`src/sv/ctt_pkg.sv`:
```
package ctt_pkg;

  localparam int DEF_ENTRIES = 64;
  localparam int SLOT_W      = 6;

  typedef enum logic [1:0] {
    KIND_GET   = 2'd0,
    KIND_OPEN  = 2'd1,
    KIND_CLOSE = 2'd2,
    KIND_DROP  = 2'd3
  } kind_t;

  typedef enum logic [2:0] {
    ST_OK         = 3'd0,
    ST_NOT_FOUND  = 3'd1,
    ST_EXISTS     = 3'd2,
    ST_FULL       = 3'd3,
    ST_DROPPED    = 3'd4,
    ST_BAD_HANDLE = 3'd5
  } status_t;

  typedef struct packed {
    kind_t              kind;
    logic [31:0]        src_ip;
    logic [31:0]        dst_ip;
    logic [15:0]        src_port;
    logic [15:0]        dst_port;
    logic [SLOT_W-1:0]  handle;
  } req_t;

  typedef struct packed {
    status_t            status;
    logic [SLOT_W-1:0]  slot;
    logic               forward;
    logic               dropped_flag;
  } rsp_t;

  typedef struct packed {
    logic        valid;
    logic        dropped;
    logic [31:0] src_ip;
    logic [31:0] dst_ip;
    logic [31:0] ports;
  } entry_t;

  typedef struct packed {
    logic fwd_hit;
    logic fwd_drop;
    logic rev_hit;
    logic rev_drop;
    logic free_hit;
  } match_flags_t;

endpackage

```
`src/sv/ctt_match.sv`:
```
module ctt_match #(
  parameter int ENTRIES = ctt_pkg::DEF_ENTRIES
) (
  input  logic                       clk,
  input  logic                       rst,
  input  logic                       start,
  input  logic                       look_vld,
  input  logic [$clog2(ENTRIES)-1:0] look_idx,
  input  ctt_pkg::entry_t            look_data,
  input  ctt_pkg::req_t              key,
  output ctt_pkg::match_flags_t      flags,
  output logic [$clog2(ENTRIES)-1:0] fwd_idx,
  output logic [$clog2(ENTRIES)-1:0] rev_idx,
  output logic [$clog2(ENTRIES)-1:0] free_idx
);
  import ctt_pkg::*;

  logic fwd_eq;
  logic rev_eq;
  logic free_eq;

  assign fwd_eq  = look_data.valid && look_data.src_ip == key.src_ip &&
                   look_data.dst_ip == key.dst_ip &&
                   look_data.ports == {key.src_port, key.dst_port};
  assign rev_eq  = look_data.valid && look_data.src_ip == key.dst_ip &&
                   look_data.dst_ip == key.src_ip &&
                   look_data.ports == {key.dst_port, key.src_port};
  assign free_eq = !look_data.valid;

  always_ff @(posedge clk) begin
    if (rst || start) begin
      flags <= '0;
    end else if (look_vld) begin
      if (fwd_eq && !flags.fwd_hit) begin
        flags.fwd_hit  <= 1'b1;
        flags.fwd_drop <= look_data.dropped;
      end
      if (rev_eq && !flags.rev_hit) begin
        flags.rev_hit  <= 1'b1;
        flags.rev_drop <= look_data.dropped;
      end
      if (free_eq && !flags.free_hit) begin
        flags.free_hit <= 1'b1;
      end
    end
  end

  always_ff @(posedge clk) begin
    if (look_vld && !start) begin
      if (fwd_eq && !flags.fwd_hit) begin
        fwd_idx <= look_idx;
      end
      if (rev_eq && !flags.rev_hit) begin
        rev_idx <= look_idx;
      end
      if (free_eq && !flags.free_hit) begin
        free_idx <= look_idx;
      end
    end
  end

endmodule
```
`config.mk`:
```
export PLATFORM = sky130hd
export DESIGN_NAME = ctt_match
export DESIGN_NICKNAME = d
export VERILOG_FILES = /design/src/sv/ctt_pkg.sv /design/src/sv/ctt_match.sv
export SDC_FILE = /design/constraint.sdc
export NUM_CORES = 1
export LEC_CHECK = 0
export BUFFER_PORTS_ARGS = -buffer_cell sky130_fd_sc_hd__buf_2
export CAP_MARGIN = 10
export CORE_AREA = 2 2 91 93
export CTS_CLUSTER_DIAMETER = 80
export DETAILED_ROUTE_END_ITERATION = 8
export DIE_AREA = 0 0 93 95
export HOLD_SLACK_MARGIN = 0.06
export PLACE_DENSITY = 0.79
export SYNTH_ARGS = -nofsm -noshare
export SYNTH_HDL_FRONTEND = slang
export SYNTH_SLANG_ARGS = --single-unit
```
`constraint.sdc`:
```
create_clock -name clk -period 7.07 [get_ports clk]
set_input_delay 1.414 -clock clk [delete_from_list [all_inputs] [get_ports clk]]
set_output_delay 1.414 -clock clk [all_outputs]
set_load 0.05 [all_outputs]
```
==> results.md <==
Job:
- Max-cap violations in this run came to 0.

Clock network:
- The number of setup buffers added after CTS is 0.
- CTS placed an instance of sky130_fd_sc_hd__clkbuf_8 at the clock tree root.
- The TritonCTS buffer count is 3.
- The post-cts gate resize count is 0.
- The post-cts hold buffer count is 0.
- In this run the deepest clock path goes through 2 buffers.
- The later pin in the worst-skew pair is clocked with a latency of 0.25 ns.
- Clock tree synthesis found a total of 23 sinks.
- In this run the number of H-tree levels came out at 1.
- The clock tree from TritonCTS is yes.
- Clock-pin slew was measured on the worst setup and hold paths at 0.07 ns.

Finish:
- The area growth from synthesis to layout is 43.52%.
- Of the cells placed in the final design, the portion with a size suffix greater than 1 is 41.03%.
- The net count of the finished layout is 793.
- The total inserted antenna cells is 0.
- After filler insertion, the fill cell instance count of the layout stands at 813.
- For this run, the share of the core covered by cells in the final layout is 54.75%.

Worst setup path:
- The slowest stage of the critical path is the sky130_fd_sc_hd__or4_4 cell.
- STA classifies the critical path startpoint as a primary input.
- The kind of capture point of the worst setup path is a flop.
- The signal on the critical path passes through buf_2 -> xor2_1 -> nor4_1 -> nand4_1 -> or4_4 -> or3_4 -> nor2_1.
- The peak fanout along the critical path is 6.
- The arrival time of the worst setup path is 3.80 ns.
- The required time at the worst-slack endpoint is 6.96 ns.
- The setup check on the worst reg-to-reg path leaves a slack of 4.81 ns.
- The category of the critical setup timing path is primary input to flop.
- In this design, the stage delay of the slowest critical-path cell is 0.57 ns.

Placed design:
- The estimated wirelength of the detail-placed design is 12.05 mm.
- The number of buffer cells added on primary ports is 226.
- The final weighted congestion in routability-driven placement is 1.017.

GRT:
- The via count of the first global-routing pass is 3667.
- The initial antenna violation count is 0.
- Entering global routing, the biggest net connects 14 pins.
- After global routing the overflow that remains totals 0.
- Global routing consumed, over all layers together, 28.51% of the routing resources.
- The wire length of the first global-routing pass is 18.88 mm.

Route:
- After detailed routing, the average wire length per cell comes to 19.01 um.
- The detailed router finished its first iteration with 195 violations.
- The sum of routed wire length over all layers is 13.02 mm.
- The via total after detailed routing is 3591.
- The post-route DRC violation count is 0.
- The first detailed-routing pass ran for 5 iterations.
- Once detail routing completed, the nets flagged for antenna violations numbered 0.
- In the routed layout, each cell is associated on average with a via count of 5.242.

Outcome:
- The run finished with clean final reports.

Pwr:
- The total power density per cell area is 102.1 mW/mm2.
- In this run the static leakage power is 2.015 nW.
- The worst-case IR drop observed on VDD is 0.05338 mV.

Yosys:
- The synthesized netlist net count is 561.
- The cell area after synthesis is 0.003024 mm2.
- The sequential-to-total area share from yosys stat is 21.18%.
- For this run, the leading register cell type out of synthesis is sky130_fd_sc_hd__edfxtp_1.
- After technology mapping, the gate count stands at 349.
- The synthesized area divided by synthesized cell count is 8.665 um2.
- The number of warnings issued by yosys is 0.
- Counting flops with an async set or reset pin after synthesis yields a share of 0%.
- The number of enable-type register cells in the synthesized netlist is 18.
- The number of storage elements in the synthesis netlist is 23.
- The count of unique library cells instantiated by Yosys is 31.

STA:
- Timing would allow up to 0.2561 GHz.
- The count of final max-slew check failures is 0.
- Subtracting the final worst setup slack from the clock period gives 3.905 ns.
- At the pin with the least slew margin, the transition time is 0.7887 ns.
- The post-route setup TNS is 0 ns.
- Setup repair after global routing left no endpoint under its margin.
- The worst pin sits at a relative slew slack of 46.06%.
- The final hold violation count is 0.
- The post-route clock skew is 0.004072 ns.
- The total setup violations reported at the end of the flow is 0.
- The part of the cycle the worst path needs is 55.23%.

Floorplanning:
- The row count is 33.
- During I/O placement, the number of pins put on the boundary was 235.
- The core outline area is 0.007928 mm2.
- The vertical die dimension is 95 um.
- The width of the chip is 93 um.
- The starting density of the core is 38.15%.
- The floorplan die area is 0.008835 mm2.

Min path:
- The min-delay analysis places its worst path in the category flop to flop.
-- state kept, by name, indices dropped and copies added (netlist names) --
name,cells
fwd_idx,6
flags,5
rev_idx,6
free_idx,6
-- cells in the mapped netlist, types with 5 or more instances --
cell type                   instances  area, um2
sky130_fd_sc_hd__dfxtp_1            5      100.1
sky130_fd_sc_hd__xor2_1           108      945.9
sky130_fd_sc_hd__nor2_1             6      22.52
sky130_fd_sc_hd__nor4_1            31      193.9
sky130_fd_sc_hd__xnor2_1           46      402.9
sky130_fd_sc_hd__nand4_1           20      125.1
sky130_fd_sc_hd__inv_1             30      112.6
sky130_fd_sc_hd__a2111oi_0         10      87.58
sky130_fd_sc_hd__o22ai_1           12      75.07
sky130_fd_sc_hd__nor2b_1           31      193.9
sky130_fd_sc_hd__edfxtp_1          18      540.5
-- final timing paths --
check | start | to | cells past startpoint
worst min-delay path | flags[2] | flags[2] | 2
worst max-delay path | key[14] | rev_idx[5] | 7
worst min register to register | flags[2] | flags[2] | 2
worst max register to register | flags[4] | fwd_idx[2] | 6
-- worst max-delay path, delay by kind of cell --
family / cells / cell delay, ns
XOR/XNOR: 1 / 0.18
buffers and inverters: 1 / 0.12
AND/OR/NAND/NOR: 5 / 2.08
-- layer usage --
metal / GRT usage [%] / routed length (um)
met5: 0 / 0
met4: 12.75 / 506
met3: 4.230 / 1026
met2: 54.41 / 6857
met1: 31.05 / 4631
-- metrics by stage --
| step | instances | setup slack, ns | power [mW] | cell area, um2 | hold slack, ns |
|---|---|---|---|---|---|
| floorplan | 349 | 3.631 | 0.2436 | 3024 | 0.6935 |
| global placement | 681 | 3.024 | 0.3655 | 4294 | 0.4818 |
| global route | 685 | 3.140 | 0.4673 | 4340 | 0.5340 |
| detailed placement | 681 | 2.965 | 0.3679 | 4294 | 0.4949 |
| CTS | 685 | 3.240 | 0.4432 | 4340 | 0.5061 |
| finish | 685 | 3.165 | 0.4431 | 4340 | 0.5010 |
-- layout make-up --
class / count / area [um2] / area share (%)
clock buffers: 3 / 41.29 / 0.9513
clock inverters: 1 / 5.005 / 0.1153
inverters: 30 / 112.6 / 2.594
multi-input cells: 296 / 2271 / 52.32
flip-flops and latches: 23 / 640.6 / 14.76
well taps: 105 / 131.4 / 3.027
repair buffers: 227 / 1139 / 26.23
-- kinds of logic after synthesis --
| logic type | Yosys count | synth area share, % |
|---|---|---|
| compound gates | 36 | 9.019 |
| xor+xnor | 154 | 44.60 |
| buf+inv | 30 | 3.724 |
| flops | 23 | 21.18 |
| simple gates | 106 | 21.47 |
-- report_power, final --
part / leakage, nW / internal, mW / total (mW) / switching [mW]
Clock: 0.0255 / 0.0391 / 0.0741 / 0.0350
Sequential: 0.203 / 0.147 / 0.147 / 0.000330
Combinational: 1.79 / 0.101 / 0.222 / 0.121
-- placed cells by master (no fill, tap or decap), types with 5 or more instances in the layout --
master	count
sky130_fd_sc_hd__nor4_1	31
sky130_fd_sc_hd__buf_2	226
sky130_fd_sc_hd__o22ai_1	12
sky130_fd_sc_hd__dfxtp_1	5
sky130_fd_sc_hd__nor2_1	6
sky130_fd_sc_hd__edfxtp_1	18
sky130_fd_sc_hd__nand4_1	20
sky130_fd_sc_hd__xnor2_1	46
sky130_fd_sc_hd__xor2_1	108
sky130_fd_sc_hd__nor2b_1	31
sky130_fd_sc_hd__a2111oi_0	10
sky130_fd_sc_hd__inv_1	30
(Power assumes the default switching activity.)
